--- src/rtl/core/utcc_pkg.sv ---
// Shared constants, types and small lookup functions for the Unix time / calendar converter.
// No dependencies; used by unix_time_calendar_convert.
package utcc_pkg;

  // Pipeline depth from input register to output register
  localparam int unsigned PipeDepth = 14;

  // Floor reciprocals: q_est = (x * Rcp) >> shift, low by at most one for x < 2**shift
  localparam logic [16:0] Rcp675  = 17'd99420;  // shift 26
  localparam logic [11:0] Rcp60a  = 12'd2184;   // shift 17
  localparam logic [5:0]  Rcp60b  = 6'd34;      // shift 11
  localparam logic [13:0] Rcp7    = 14'd9362;   // shift 16
  localparam logic [7:0]  Rcp1460 = 8'd179;     // shift 18
  localparam logic [9:0]  Rcp365  = 10'd718;    // shift 18
  localparam logic [3:0]  Rcp400  = 4'd10;      // shift 12

  // Day-number shift between 0000-03-01 and 1970-01-01, and one 400-year era
  localparam int unsigned EpochShift = 719468;
  localparam int unsigned DaysPerEra = 146097;

  // Time of day and weekday result
  typedef struct packed {
    logic [4:0] hour;
    logic [5:0] minute;
    logic [5:0] second;
    logic [2:0] weekday;
  } tod_t;

  // Unix seconds result with clamp flag
  typedef struct packed {
    logic [31:0] seconds;
    logic        clamped;
  } secs_t;

  // First day of month in a March-based year (0 is March)
  function automatic logic [8:0] month_start(input logic [3:0] mp);
    logic [8:0] ms;
    unique case (mp)
      4'd0:    ms = 9'd0;
      4'd1:    ms = 9'd31;
      4'd2:    ms = 9'd61;
      4'd3:    ms = 9'd92;
      4'd4:    ms = 9'd122;
      4'd5:    ms = 9'd153;
      4'd6:    ms = 9'd184;
      4'd7:    ms = 9'd214;
      4'd8:    ms = 9'd245;
      4'd9:    ms = 9'd275;
      4'd10:   ms = 9'd306;
      4'd11:   ms = 9'd337;
      default: ms = 9'd0;
    endcase
    return ms;
  endfunction

  // Century years within an era, yoe / 100 for yoe below 400
  function automatic logic [1:0] cent_count(input logic [8:0] yoe);
    logic [1:0] c;
    c = 2'(yoe >= 9'd100) + 2'(yoe >= 9'd200) + 2'(yoe >= 9'd300);
    return c;
  endfunction

endpackage

--- src/rtl/core/unix_time_calendar_convert.sv ---
// Unix seconds <-> local Gregorian calendar converter, fully pipelined.
// Throughput one item per cycle while a valid output is not stalled.
// The datapath has 14 stages; a stalled valid output freezes every stage.
// Reset (rst_ni low, asynchronous) clears all valid bits and the zone offset to 0.
// Depends on utcc_pkg (constants, reciprocals, month table).
module unix_time_calendar_convert (
  input  logic              clk_i,
  input  logic              rst_ni,
  // configuration write channel
  input  logic              cfg_valid_i,
  output logic              cfg_ready_o,
  input  logic signed [4:0] cfg_zone_offset_hours_i,
  // input channel
  input  logic              in_valid_i,
  output logic              in_stall_o,
  input  logic              req_type_i,
  input  logic [31:0]       utc_seconds_i,
  input  logic [11:0]       in_year_i,
  input  logic [3:0]        in_month_i,
  input  logic [4:0]        in_day_i,
  input  logic [4:0]        in_hour_i,
  input  logic [5:0]        in_minute_i,
  input  logic [5:0]        in_second_i,
  // output channel
  output logic              out_valid_o,
  input  logic              out_stall_i,
  output logic [31:0]       out_seconds_o,
  output logic [11:0]       out_year_o,
  output logic [3:0]        out_month_o,
  output logic [4:0]        out_day_o,
  output logic [4:0]        out_hour_o,
  output logic [5:0]        out_minute_o,
  output logic [5:0]        out_second_o,
  output logic [2:0]        out_weekday_o,
  output logic              out_of_range_o
);

  localparam int unsigned Depth = utcc_pkg::PipeDepth;

  // ---------------------------------------------------------------------------
  // Control: zone offset register and pipeline advance
  // ---------------------------------------------------------------------------
  logic signed [4:0] zone_q;
  logic [Depth:1]    vld_q;
  logic              adv;

  assign cfg_ready_o = 1'b1;
  assign adv         = !(vld_q[Depth] && out_stall_i);
  assign in_stall_o  = !adv;
  assign out_valid_o = vld_q[Depth];

  always_ff @(posedge clk_i or negedge rst_ni) begin
    if (!rst_ni) begin
      zone_q <= '0;
      vld_q  <= '0;
    end else begin
      if (cfg_valid_i) begin
        zone_q <= cfg_zone_offset_hours_i;
      end
      if (adv) begin
        vld_q <= {vld_q[Depth-1:1], in_valid_i};
      end
    end
  end

  // ---------------------------------------------------------------------------
  // Stage 1 logic: bias local seconds, normalize calendar fields
  // ---------------------------------------------------------------------------
  logic signed [16:0] off3600;
  logic signed [34:0] u_s;
  logic [25:0]        x1_d;
  logic [6:0]         lo1_d;
  logic [3:0]         mon_c;
  logic [3:0]         mp_in;
  logic [11:0]        yy1_d;
  logic [8:0]         doyp1_d;
  logic [16:0]        tsum;
  logic signed [18:0] ts1_d;
  logic               flg1_d;

  assign off3600 = zone_q * 17'sd3600;
  // one day of bias keeps the local count non-negative
  assign u_s     = $signed({3'b000, utc_seconds_i}) + 35'sd86400 + 35'(off3600);
  assign x1_d    = u_s[32:7];
  assign lo1_d   = u_s[6:0];

  always_comb begin
    if (in_month_i == 4'd0) begin
      mon_c = 4'd1;
    end else if (in_month_i > 4'd12) begin
      mon_c = 4'd12;
    end else begin
      mon_c = in_month_i;
    end
  end

  assign mp_in   = (mon_c > 4'd2) ? mon_c - 4'd3 : mon_c + 4'd9;
  assign yy1_d   = (mon_c <= 4'd2) ? in_year_i - 12'd1 : in_year_i;
  assign doyp1_d = utcc_pkg::month_start(mp_in) + 9'(in_day_i);
  assign tsum    = 17'(in_hour_i) * 17'd3600 + 17'(in_minute_i) * 17'd60
                 + 17'(in_second_i);
  assign ts1_d   = $signed({2'b00, tsum}) - 19'(off3600);
  assign flg1_d  = in_year_i < 12'd1970;

  // ---------------------------------------------------------------------------
  // Pipeline registers
  // ---------------------------------------------------------------------------
  logic               mode_q [1:Depth-1];
  // seconds -> calendar, day split
  logic [25:0]        x1_q, x2_q;
  logic [6:0]         lo1_q, lo2_q, lo3_q;
  logic [16:0]        qe2_q, qe3_q;
  logic [10:0]        r3_q;
  logic [16:0]        q4_q, rem4_q, rem5_q;
  // date
  logic [17:0]        doe_q [5:11];
  logic               era_q [5:13];
  logic [6:0]         ae6_q, ae7_q;
  logic [2:0]         c_q   [6:7];
  logic               e6_q, e7_q;
  logic [11:0]        ar7_q;
  logic [17:0]        n8_q, n9_q;
  logic [8:0]         ye9_q, ye10_q;
  logic [9:0]         yr10_q;
  logic [8:0]         yoe11_q, yoe12_q, yoe13_q;
  logic [8:0]         doy12_q, doy13_q;
  logic [3:0]         mp13_q;
  // time of day and weekday
  logic [10:0]        mte5_q, mte6_q, mt7_q, mt8_q;
  logic [6:0]         r60_6_q, mr9_q;
  logic [5:0]         sec7_q, sec8_q, sec9_q;
  logic [4:0]         he8_q, he9_q;
  logic [15:0]        w5_q;
  logic [12:0]        we5_q;
  logic [3:0]         wr6_q;
  logic [2:0]         wd7_q, wd8_q, wd9_q;
  utcc_pkg::tod_t     tod_q [10:13];
  // calendar -> seconds
  logic [11:0]        yy1_q, yy2_q;
  logic [8:0]         doyp_q [1:4];
  logic signed [18:0] ts_q   [1:8];
  logic               flg_q  [1:9];
  logic [3:0]         erae2_q, erae3_q, era4_q;
  logic [9:0]         yoe0_3_q;
  logic [8:0]         yoe4_q;
  logic [20:0]        e146_5_q, dp6_q;
  logic [18:0]        y365_5_q;
  logic signed [21:0] days7_q;
  logic signed [39:0] p8_q, t9_q;
  utcc_pkg::secs_t    sres_q [10:13];
  // output registers
  logic [31:0]        out_seconds_q;
  logic [11:0]        out_year_q;
  logic [3:0]         out_month_q;
  logic [4:0]         out_day_q;
  logic [4:0]         out_hour_q;
  logic [5:0]         out_minute_q;
  logic [5:0]         out_second_q;
  logic [2:0]         out_weekday_q;
  logic               out_of_range_q;

  // ---------------------------------------------------------------------------
  // Stage 2..4 logic: days = floor(u / 86400) via /128 then /675
  // ---------------------------------------------------------------------------
  logic [42:0] prod675;
  logic [16:0] qe2_d;
  logic [25:0] r675w;
  logic [10:0] r3_d;
  logic        ge675;
  logic [16:0] q4_d;
  logic [16:0] rem4_d;
  logic [9:0]  rc675;

  assign prod675 = 43'(x1_q) * 43'(utcc_pkg::Rcp675);
  assign qe2_d   = prod675[42:26];
  assign r675w   = x2_q - 26'(qe2_q) * 26'd675;
  assign r3_d    = r675w[10:0];
  assign ge675   = r3_q >= 11'd675;
  assign rc675   = ge675 ? 10'(r3_q - 11'd675) : r3_q[9:0];
  assign q4_d    = qe3_q + 17'(ge675);
  assign rem4_d  = {rc675, lo3_q};

  // Calendar side: era = yy / 400, yoe = yy % 400
  logic [15:0] prod400;
  logic [3:0]  erae2_d;
  logic [11:0] y400w;
  logic [9:0]  yoe0_3_d;
  logic        ge400;
  logic [3:0]  era4_d;
  logic [8:0]  yoe4_d;

  assign prod400  = 16'(yy1_q) * 16'(utcc_pkg::Rcp400);
  assign erae2_d  = prod400[15:12];
  assign y400w    = yy2_q - 12'(erae2_q) * 12'd400;
  assign yoe0_3_d = y400w[9:0];
  assign ge400    = yoe0_3_q >= 10'd400;
  assign era4_d   = erae3_q + 4'(ge400);
  assign yoe4_d   = ge400 ? 9'(yoe0_3_q - 10'd400) : yoe0_3_q[8:0];

  // ---------------------------------------------------------------------------
  // Stage 5 logic: day of era, time split start, weekday start
  // ---------------------------------------------------------------------------
  logic        era5_d;
  logic [17:0] doe5_d;
  logic [28:0] prod60a;
  logic [10:0] mte5_d;
  logic [15:0] w5_d;
  logic [29:0] prod7;
  logic [12:0] we5_d;
  logic [20:0] e146_5_d;
  logic [18:0] y365_5_d;

  // s = days + EpochShift lies in era 4 or 5
  assign era5_d   = q4_q >= 17'(5 * utcc_pkg::DaysPerEra - utcc_pkg::EpochShift + 1);
  assign doe5_d   = era5_d
                  ? 18'(q4_q) - 18'(5 * utcc_pkg::DaysPerEra - utcc_pkg::EpochShift + 1)
                  : 18'(q4_q) + 18'(utcc_pkg::EpochShift - 1 - 4 * utcc_pkg::DaysPerEra);
  assign prod60a  = 29'(rem4_q) * 29'(utcc_pkg::Rcp60a);
  assign mte5_d   = prod60a[27:17];
  // weekday = (days + 4) mod 7 = (q + 3) mod 7
  assign w5_d     = 16'(q4_q) + 16'd3;
  assign prod7    = 30'(w5_d) * 30'(utcc_pkg::Rcp7);
  assign we5_d    = prod7[28:16];
  assign e146_5_d = 21'(era4_q) * 21'(utcc_pkg::DaysPerEra);
  assign y365_5_d = 19'(yoe4_q) * 19'd365 + 19'(yoe4_q[8:2])
                  - 19'(utcc_pkg::cent_count(yoe4_q)) + 19'(doyp_q[4]);

  // ---------------------------------------------------------------------------
  // Stage 6..8 logic
  // ---------------------------------------------------------------------------
  logic [25:0] prod1460;
  logic [6:0]  ae6_d;
  logic [2:0]  c6_d;
  logic        e6_d;
  logic [16:0] r60w;
  logic [6:0]  r60_6_d;
  logic [15:0] w7w;
  logic [3:0]  wr6_d;
  logic [20:0] dp6_d;

  assign prod1460 = 26'(doe_q[5]) * 26'(utcc_pkg::Rcp1460);
  assign ae6_d    = prod1460[24:18];
  assign c6_d     = 3'(doe_q[5] >= 18'd36524) + 3'(doe_q[5] >= 18'd73048)
                  + 3'(doe_q[5] >= 18'd109572) + 3'(doe_q[5] >= 18'd146096);
  assign e6_d     = doe_q[5] == 18'd146096;
  assign r60w     = rem5_q - 17'(mte5_q) * 17'd60;
  assign r60_6_d  = r60w[6:0];
  assign w7w      = w5_q - 16'(we5_q) * 16'd7;
  assign wr6_d    = w7w[3:0];
  assign dp6_d    = e146_5_q + 21'(y365_5_q);

  logic [17:0]        a1460w;
  logic [11:0]        ar7_d;
  logic               ge60s;
  logic [5:0]         sec7_d;
  logic [10:0]        mt7_d;
  logic [2:0]         wd7_d;
  logic signed [21:0] days7_d;

  assign a1460w  = doe_q[6] - 18'(ae6_q) * 18'd1460;
  assign ar7_d   = a1460w[11:0];
  assign ge60s   = r60_6_q >= 7'd60;
  assign sec7_d  = ge60s ? 6'(r60_6_q - 7'd60) : r60_6_q[5:0];
  assign mt7_d   = mte6_q + 11'(ge60s);
  assign wd7_d   = (wr6_q >= 4'd7) ? 3'(wr6_q - 4'd7) : wr6_q[2:0];
  assign days7_d = $signed({1'b0, dp6_q}) - 22'(utcc_pkg::EpochShift + 1);

  logic [6:0]         a8;
  logic [17:0]        n8_d;
  logic [16:0]        prod60b;
  logic [4:0]         he8_d;
  logic signed [39:0] p8_d;

  assign a8      = ae7_q + 7'(ar7_q >= 12'd1460);
  assign n8_d    = doe_q[7] - 18'(a8) + 18'(c_q[7]) - 18'(e7_q);
  assign prod60b = 17'(mt7_q) * 17'(utcc_pkg::Rcp60b);
  assign he8_d   = prod60b[15:11];
  assign p8_d    = 40'(days7_q) * 40'sd86400;

  // ---------------------------------------------------------------------------
  // Stage 9..13 logic
  // ---------------------------------------------------------------------------
  logic [27:0]        prod365;
  logic [8:0]         ye9_d;
  logic [10:0]        m60w;
  logic [6:0]         mr9_d;
  logic signed [39:0] t9_d;

  assign prod365 = 28'(n8_q) * 28'(utcc_pkg::Rcp365);
  assign ye9_d   = prod365[26:18];
  assign m60w    = mt8_q - 11'(he8_q) * 11'd60;
  assign mr9_d   = m60w[6:0];
  assign t9_d    = p8_q + 40'(ts_q[8]);

  logic [17:0]     y365w;
  logic [9:0]      yr10_d;
  logic            ge60m;
  utcc_pkg::tod_t  tod10_d;
  utcc_pkg::secs_t sres10_d;

  assign y365w  = n9_q - 18'(ye9_q) * 18'd365;
  assign yr10_d = y365w[9:0];
  assign ge60m  = mr9_q >= 7'd60;

  always_comb begin
    tod10_d.hour    = he9_q + 5'(ge60m);
    tod10_d.minute  = ge60m ? 6'(mr9_q - 7'd60) : mr9_q[5:0];
    tod10_d.second  = sec9_q;
    tod10_d.weekday = wd9_q;
  end

  // Clamp to the 32-bit range; years before 1970 clamp to zero
  always_comb begin
    if (flg_q[9] || t9_q[39]) begin
      sres10_d.seconds = '0;
      sres10_d.clamped = 1'b1;
    end else if (|t9_q[38:32]) begin
      sres10_d.seconds = '1;
      sres10_d.clamped = 1'b1;
    end else begin
      sres10_d.seconds = t9_q[31:0];
      sres10_d.clamped = 1'b0;
    end
  end

  logic [8:0]  yoe11_d;
  logic [17:0] ydays;
  logic [17:0] doyw;
  logic [8:0]  doy12_d;
  logic [3:0]  mp13_d;

  assign yoe11_d = ye10_q + 9'(yr10_q >= 10'd365);
  assign ydays   = 18'(yoe11_q) * 18'd365 + 18'(yoe11_q[8:2])
                 - 18'(utcc_pkg::cent_count(yoe11_q));
  assign doyw    = doe_q[11] - ydays;
  assign doy12_d = doyw[8:0];

  // Month of a March-based year: count month starts at or below the day
  always_comb begin
    mp13_d = '0;
    for (int k = 1; k < 12; k++) begin
      if (doy12_q >= utcc_pkg::month_start(4'(k))) begin
        mp13_d = mp13_d + 4'd1;
      end
    end
  end

  // ---------------------------------------------------------------------------
  // Stage 14 logic: final date fields and result select
  // ---------------------------------------------------------------------------
  logic [4:0]  day14;
  logic [3:0]  mon14;
  logic [11:0] year14;
  logic [8:0]  dayw;

  assign dayw   = doy13_q - utcc_pkg::month_start(mp13_q) + 9'd1;
  assign day14  = dayw[4:0];
  assign mon14  = (mp13_q < 4'd10) ? mp13_q + 4'd3 : mp13_q - 4'd9;
  assign year14 = 12'(yoe13_q) + (era_q[13] ? 12'd2000 : 12'd1600)
                + 12'(mp13_q >= 4'd10);

  // ---------------------------------------------------------------------------
  // Datapath registers, all advance together
  // ---------------------------------------------------------------------------
  always_ff @(posedge clk_i) begin
    if (adv) begin
      // stage 1
      mode_q[1]  <= req_type_i;
      x1_q       <= x1_d;
      lo1_q      <= lo1_d;
      yy1_q      <= yy1_d;
      doyp_q[1]  <= doyp1_d;
      ts_q[1]    <= ts1_d;
      flg_q[1]   <= flg1_d;
      for (int k = 2; k < Depth; k++) begin
        mode_q[k] <= mode_q[k-1];
      end
      for (int k = 2; k <= 4; k++) begin
        doyp_q[k] <= doyp_q[k-1];
      end
      for (int k = 2; k <= 8; k++) begin
        ts_q[k] <= ts_q[k-1];
      end
      for (int k = 2; k <= 9; k++) begin
        flg_q[k] <= flg_q[k-1];
      end
      // stage 2
      qe2_q    <= qe2_d;
      x2_q     <= x1_q;
      lo2_q    <= lo1_q;
      erae2_q  <= erae2_d;
      yy2_q    <= yy1_q;
      // stage 3
      r3_q     <= r3_d;
      qe3_q    <= qe2_q;
      lo3_q    <= lo2_q;
      yoe0_3_q <= yoe0_3_d;
      erae3_q  <= erae2_q;
      // stage 4
      q4_q     <= q4_d;
      rem4_q   <= rem4_d;
      era4_q   <= era4_d;
      yoe4_q   <= yoe4_d;
      // stage 5
      era_q[5] <= era5_d;
      doe_q[5] <= doe5_d;
      mte5_q   <= mte5_d;
      rem5_q   <= rem4_q;
      w5_q     <= w5_d;
      we5_q    <= we5_d;
      e146_5_q <= e146_5_d;
      y365_5_q <= y365_5_d;
      for (int k = 6; k <= 11; k++) begin
        doe_q[k] <= doe_q[k-1];
      end
      for (int k = 6; k <= 13; k++) begin
        era_q[k] <= era_q[k-1];
      end
      // stage 6
      ae6_q    <= ae6_d;
      c_q[6]   <= c6_d;
      e6_q     <= e6_d;
      r60_6_q  <= r60_6_d;
      mte6_q   <= mte5_q;
      wr6_q    <= wr6_d;
      dp6_q    <= dp6_d;
      // stage 7
      ar7_q    <= ar7_d;
      ae7_q    <= ae6_q;
      c_q[7]   <= c_q[6];
      e7_q     <= e6_q;
      sec7_q   <= sec7_d;
      mt7_q    <= mt7_d;
      wd7_q    <= wd7_d;
      days7_q  <= days7_d;
      // stage 8
      n8_q     <= n8_d;
      he8_q    <= he8_d;
      mt8_q    <= mt7_q;
      sec8_q   <= sec7_q;
      wd8_q    <= wd7_q;
      p8_q     <= p8_d;
      // stage 9
      ye9_q    <= ye9_d;
      n9_q     <= n8_q;
      mr9_q    <= mr9_d;
      he9_q    <= he8_q;
      sec9_q   <= sec8_q;
      wd9_q    <= wd8_q;
      t9_q     <= t9_d;
      // stage 10
      yr10_q     <= yr10_d;
      ye10_q     <= ye9_q;
      tod_q[10]  <= tod10_d;
      sres_q[10] <= sres10_d;
      for (int k = 11; k <= 13; k++) begin
        tod_q[k]  <= tod_q[k-1];
        sres_q[k] <= sres_q[k-1];
      end
      // stage 11..13
      yoe11_q  <= yoe11_d;
      doy12_q  <= doy12_d;
      yoe12_q  <= yoe11_q;
      mp13_q   <= mp13_d;
      doy13_q  <= doy12_q;
      yoe13_q  <= yoe12_q;
      // stage 14: results, unused side reads zero
      if (mode_q[Depth-1]) begin
        out_seconds_q  <= sres_q[13].seconds;
        out_of_range_q <= sres_q[13].clamped;
        out_year_q     <= '0;
        out_month_q    <= '0;
        out_day_q      <= '0;
        out_hour_q     <= '0;
        out_minute_q   <= '0;
        out_second_q   <= '0;
        out_weekday_q  <= '0;
      end else begin
        out_seconds_q  <= '0;
        out_of_range_q <= 1'b0;
        out_year_q     <= year14;
        out_month_q    <= mon14;
        out_day_q      <= day14;
        out_hour_q     <= tod_q[13].hour;
        out_minute_q   <= tod_q[13].minute;
        out_second_q   <= tod_q[13].second;
        out_weekday_q  <= tod_q[13].weekday;
      end
    end
  end

  assign out_seconds_o  = out_seconds_q;
  assign out_year_o     = out_year_q;
  assign out_month_o    = out_month_q;
  assign out_day_o      = out_day_q;
  assign out_hour_o     = out_hour_q;
  assign out_minute_o   = out_minute_q;
  assign out_second_o   = out_second_q;
  assign out_weekday_o  = out_weekday_q;
  assign out_of_range_o = out_of_range_q;

endmodule

--- config.mk ---
export PLATFORM = sky130hd
export DESIGN_NAME = unix_time_calendar_convert
export DESIGN_NICKNAME = d
export VERILOG_FILES = /design/src/rtl/core/utcc_pkg.sv /design/src/rtl/core/unix_time_calendar_convert.sv
export SDC_FILE = /design/constraint.sdc
export NUM_CORES = 2
export LEC_CHECK = 0
export ABC_AREA = 1
export BUFFER_PORTS_ARGS = -buffer_cell sky130_fd_sc_hd__buf_2
export CAP_MARGIN = 20
export CORE_MARGIN = 2
export CORE_UTILIZATION = 50
export DETAILED_ROUTE_END_ITERATION = 12
export PLACE_DENSITY = 0.65
export SYNTH_ARGS = -nofsm -noshare
export SYNTH_HDL_FRONTEND = slang
export SYNTH_SLANG_ARGS = --single-unit
export TNS_END_PERCENT = 100
--- constraint.sdc ---
create_clock -name clk_i -period 32.4 [get_ports clk_i]
set_clock_uncertainty 0.05 [all_clocks]
set_input_delay 1.62 -clock clk_i [delete_from_list [all_inputs] [get_ports clk_i]]
set_output_delay 1.62 -clock clk_i [all_outputs]
set_load 0.02 [all_outputs]
# Word level (Yosys, flattened, before mapping)
# Memory sizes are Yosys's and may differ from the RTL's. A register that Yosys moved wholly into a read port is not among the register bits.
# Index checks and enable logic that the tools add are counted.
[op_classes]
magnitude_cmp = 35
eq_ne = 1
n_mux = 27
mul = 21
add_sub_neg = 65
n_reduce_logical = 7
[op_table]
columns = ["operator", "n"]
rows = [
  ["2-to-1 mux 33 bit", 2],
  ["2-to-1 mux 4 bit", 15],
  ["greater-or-equal comparator 9 x 8 -> 1 bit, second input constant", 6],
  ["greater-or-equal comparator 9 bit, second input constant", 5],
  ["multiplier 26 x 15 -> 41 bit, second input constant", 1],
  ["adder 4 x 1 -> 4 bit, second input constant", 10],
  ["adder 40 x 19 -> 40 bit", 1],
  ["greater-or-equal comparator 18 x 17 -> 1 bit, second input constant", 2],
  ["greater-or-equal comparator 9 x 7 -> 1 bit, second input constant", 4],
  ["adder 32 x 17 -> 33 bit, second input constant", 1],
  ["adder 33 x 17 -> 33 bit", 1],
  ["multiplier 22 x 11 -> 33 bit, second input constant", 1],
  ["multiplier 16 x 13 -> 28 bit, second input constant", 1],
  ["multiplier 18 x 9 -> 26 bit, second input constant", 1],
  ["multiplier 17 x 9 -> 25 bit, second input constant", 1],
  ["multiplier 18 x 8 -> 25 bit, second input constant", 1],
  ["subtractor 21 x 20 -> 22 bit, second input constant", 1],
  ["adder 21 x 19 -> 21 bit", 1],
  ["multiplier 4 x 18 -> 21 bit, second input constant", 1],
  ["greater-or-equal comparator 10 x 9 -> 1 bit, second input constant", 2],
  ["subtractor 10 bit", 2],
  ["adder 18 x 7 -> 19 bit", 1],
  ["adder 19 x 9 -> 19 bit", 1],
  ["subtractor 18 x 17 -> 19 bit", 1],
  ["82 further kinds", 93],
]
[word_totals]
mem_count = 11
input_bits = 81
mem_bits_rw = 563
romBits = 288
output_inout_bits = 77
word_cells = 229
register_bits = 634
[mem_list]
columns = ["name", "depth", "word_bits", "read_ports", "rd_clocked_by_memory_dff", "write_ports", "line", "text"]
rows = [
  ["ts_q", 8, 19, 8, 0, 8, "unix_time_calendar_convert.sv:141", "logic signed [18:0] ts_q [1:8];"],
  ["(no name shown)", 16, 9, 1, 1, 0, "utcc_pkg.sv:38", "unique case (mp)"],
  ["(no name shown)", 16, 9, 1, 0, 0, "utcc_pkg.sv:38", ""],
  ["sres_q", 4, 33, 4, 1, 4, "unix_time_calendar_convert.sv:150", "utcc_pkg::secs_t sres_q [10:13];"],
  ["doe_q", 7, 18, 7, 0, 7, "unix_time_calendar_convert.sv:116", "logic [17:0] doe_q [5:11];"],
  ["tod_q", 4, 20, 4, 1, 4, "unix_time_calendar_convert.sv:137", "utcc_pkg::tod_t tod_q [10:13];"],
  ["+5 memories", "--", "--", "--", "--", "--", "--", ""],
]

# Longest topological paths before layout
[depth]
ltp_word = 23
ltp_mapped = 48
mapped_depth_nobuf = 48

# Worst setup path before layout
# No wires, ideal clock.
[synth_path]
kind = "input to register"
from = "input port out_stall_i"
to = "register vld_q[11] (netlist bit)"
path_stages = 3
required_time_ps = 30841
setup_ps = 1509
n_path_buf = 1
setup_slack_ps = -3701
t_arrival_ps = 34542
path_cell_list = "nand2_1 > clkbuf_1 > o21ai_0"
[synth_via]
elab_chain_len = 1
[synth_rtl]
columns = ["item", "line", "text"]
rows = [
  ["start, declared", "unix_time_calendar_convert.sv:26", "input logic out_stall_i,"],
  ["logical AND 1 bit", "unix_time_calendar_convert.sv:48", "assign adv = !(vld_q[Depth] && out_stall_i);"],
  ["end signal, assigned", "unix_time_calendar_convert.sv:61", "vld_q <= {vld_q[Depth-1:1], in_valid_i};"],
  ["end, declared", "unix_time_calendar_convert.sv:44", "logic [Depth:1] vld_q;"],
]
# Every way passes these cells.
# A chain may end at the register's enable or synchronous reset.

==> impl_metrics.yaml <==
synth:
  dominantRegCellSynth: "edfxtp_1"
  synthDistinctLibCells: 64
  synth-compound-area-share: 0.0541
  synth_top_family_by_area: "adder cells"
  yosysWarnings: 0
  async_flop_share: 0.0157
  ys_seq_area_frac: 0.462
  syn_avg_cell_area_um2: 11.8
  yosysTopAreaCell: "edfxtp_1"
  muxShareOfSynthArea: 0.000576
  synthDominantCellAreaShare: 0.455
  yosys-top-cells-area: "edfxtp_1 45%, ha_1 18%, fa_1 11%, inv_1 7.1%, xor2_1 3.7%"
  synth_seq_cells: 1207
  syn_inst: 6626
  synthesis.nets: 8287
  yosys.area_share.simple: 0.0610
  synth_edf_count: 1183
  yosys.area_share.adder: 0.296
  yosys.area_share.xor_xnor: 0.0543
  syn_area_um2: 78200
grt:
  antenna_found_initial: 2
  grt_pass1_wl_um: 224000
  grt_pass1_vias: 45950
  gr-usage-all-layers: 0.172
  grt_overflow: 0
  grt_start_max_net_pins: 163
run_status:
  status: "finished, final reports clean"
critical_path:
  end_kind: "register"
  crit_top_cell: "nand2_1"
  r2r_cells: 47
  worst_setup_path_start_kind: "register"
  path_max_fanout: 6
  setup.worst_path.start: "doy12_q[4]"
  required_ps: 33030
  reg2reg_from: "doy12_q[4]"
  arrival_ps: 7470
  critPathKind: "reg -> reg"
  critPathMaxStageDelay_ps: 560
  cp_slowest_cell: "o311ai_0"
placed_design:
  gp_congestion: 0.873
  io_buffers: 156
  hpwlAfterDp_um: 103000
clocking:
  root_buffer: "clkbuf_16"
  numCtsBuffers: 134
  postCtsHoldBufs: 0
  cts.sinks: 1207
  clk_path_buf_depth: 3
  post_cts_resized: 0
  clk_pin_slew_ps: 60
  cts_tree: "yes"
  htree_levels: 4
  clk_latency_ps: 780
  cts_setup_buffers: 0
drt:
  detail_route.vias_per_cell: 4.94
  wirelength_um: 132000
  drtAntennaViolNets: 0
  drc: 0
  firstDrtPassIters: 5
  drt_first_iter_violations: 2238
  vias: 44824
  drt-wirelength-per-cell_um: 14.6
layout:
  diodes: 0
  final_nets: 8573
  multi_input_area_um2: 36400
  final_util: 0.554
  fill_cells: 13020
  seq_area_um2: 36100
  drive_gt1_frac: 0.0641
  syn_to_final_growth_pct: 10.3
job:
  cap_viol_max_count: 0
hold_path:
  hold_path_depth: 0
  hold_start: "sec7_q[4]"
  hp-class: "reg -> reg"
sta:
  tns_ps: 0
  hold_viol: 0
  timing.fmax_ghz: 0.146
  finalCritPeriodShare: 0.211
  max_slew_margin: 0.308
  drv_slew: 0
  rsz0062_at_grt: "false"
  fin_crit_ps: 6840
  worst_pin_slew_ps: 1040
  whs_ps: 357
  setup_viol: 0
floorplan:
  dieArea_um2: 159000
  die_y_um: 399
  rows: 145
  die_w_um: 399
  start_util: 0.502
  coreArea_um2: 156000
  io_pins: 158
## metal layers
| metal | GRT usage | part of all wire | vias up |
|---|---|---|---|
| li1 | - | - | 22614 |
| met1 | 0.224 | 0.45 | 21524 |
| met2 | 0.295 | 0.49 | 469 |
| met3 | 0.0264 | 0.029 | 215 |
| met4 | 0.0546 | 0.029 | 2 |
| met5 | 0 | 0.000098 | - |
## critical path, delay by kind of cell (launching register included)
kind / cells / cell delay (ps)
and+or+nand+nor: 30 / 2960
buffers and inverters: 9 / 630
DFF: 1 / 430
adders and majority gates: 6 / 1830
AOI/OAI and AO/OA: 2 / 820
## stage by stage
stage               cells  worst slack [ps]  cell area, um^2
floorplan            6626             14550            78200
global placement     8833             25140            81600
detailed placement   8833             25100            81600
CTS                  9074             25530            86100
global route         9075             24840            86200
finish               9075             25560            86200
## cells by family (layout without fill, tap and decap cells)
logic type,after synthesis,count (layout)
other,1,1
AO/OA/AOI/OAI,759,759
AND/OR/NAND/NOR,1088,1088
adder cells (fa/ha/maj),1580,1580
buffers and inverters,1504,1895
flip-flops,1207,1207
XOR/XNOR,483,483
multiplexers,4,4
## final timing paths
check                             to  slack [ps]
hold / removal             sec8_q[4]         360
min in group asynchronous   vld_q[2]         810
setup / recovery            register       25560
max in group asynchronous  zone_q[3]       31060
hold reg to reg            sec8_q[4]         360
setup reg to reg            register       25560
## sequential cells by signal, indices dropped and copies added, names as in the netlist, 13 cells and up, named ones only
register / cells
rem4_q: 17
y365_5_q: 19
n8_q: 18
t9_q: 40
days7_q: 22
ts_q: 152
p8_q: 33
q4_q: 17
e146_5_q: 20
tod_q: 80
sres_q: 132
out_seconds_o: 32
doyp_q: 36
qe3_q: 17
dp6_q: 21
qe2_q: 17
vld_q: 14
x1_q: 26
doe_q: 88
mode_q: 13
## synth_stat cells, types with 19 or more instances
cell,number
ha_1,1135
clkbuf_1,21
o21bai_1,35
dfrtp_1,19
edfxtp_1,1183
a21o_1,23
nor3_1,28
a21oi_1,398
nand3_1,165
nand4_1,28
xor2_1,330
nor2_1,214
nand2_1,562
o21ai_0,182
a31oi_1,29
xnor2_1,152
inv_1,1470
fa_1,445
nand2_2,22
## cell type report
cell class | count | share of cell area
multi-input combinational | 3915 | 0.423
sequential | 1207 | 0.419
timing repair buffer | 173 | 0.0111
clock buffer | 153 | 0.0401
clock inverter | 88 | 0.0129
tap | 2058 | 0.0299
inverter | 1481 | 0.0645
## cells in the final DEF, fill, tap and decap left out, types with 28 or more instances in the layout
cell type / n
a31oi_1: 29
nor3_1: 28
buf_2: 156
o21ai_0: 182
nor2_1: 214
edfxtp_1: 1183
nand4_1: 28
o21bai_1: 35
fa_1: 445
nand2_1: 561
ha_1: 1135
xnor2_1: 152
nand3_1: 165
inv_1: 1470
xor2_1: 330
clkbuf_16: 135
a21oi_1: 398
Power is left out: the tool's default activity adds up to more than one toggle a clock period on the data nets, which glitch-free logic cannot reach.
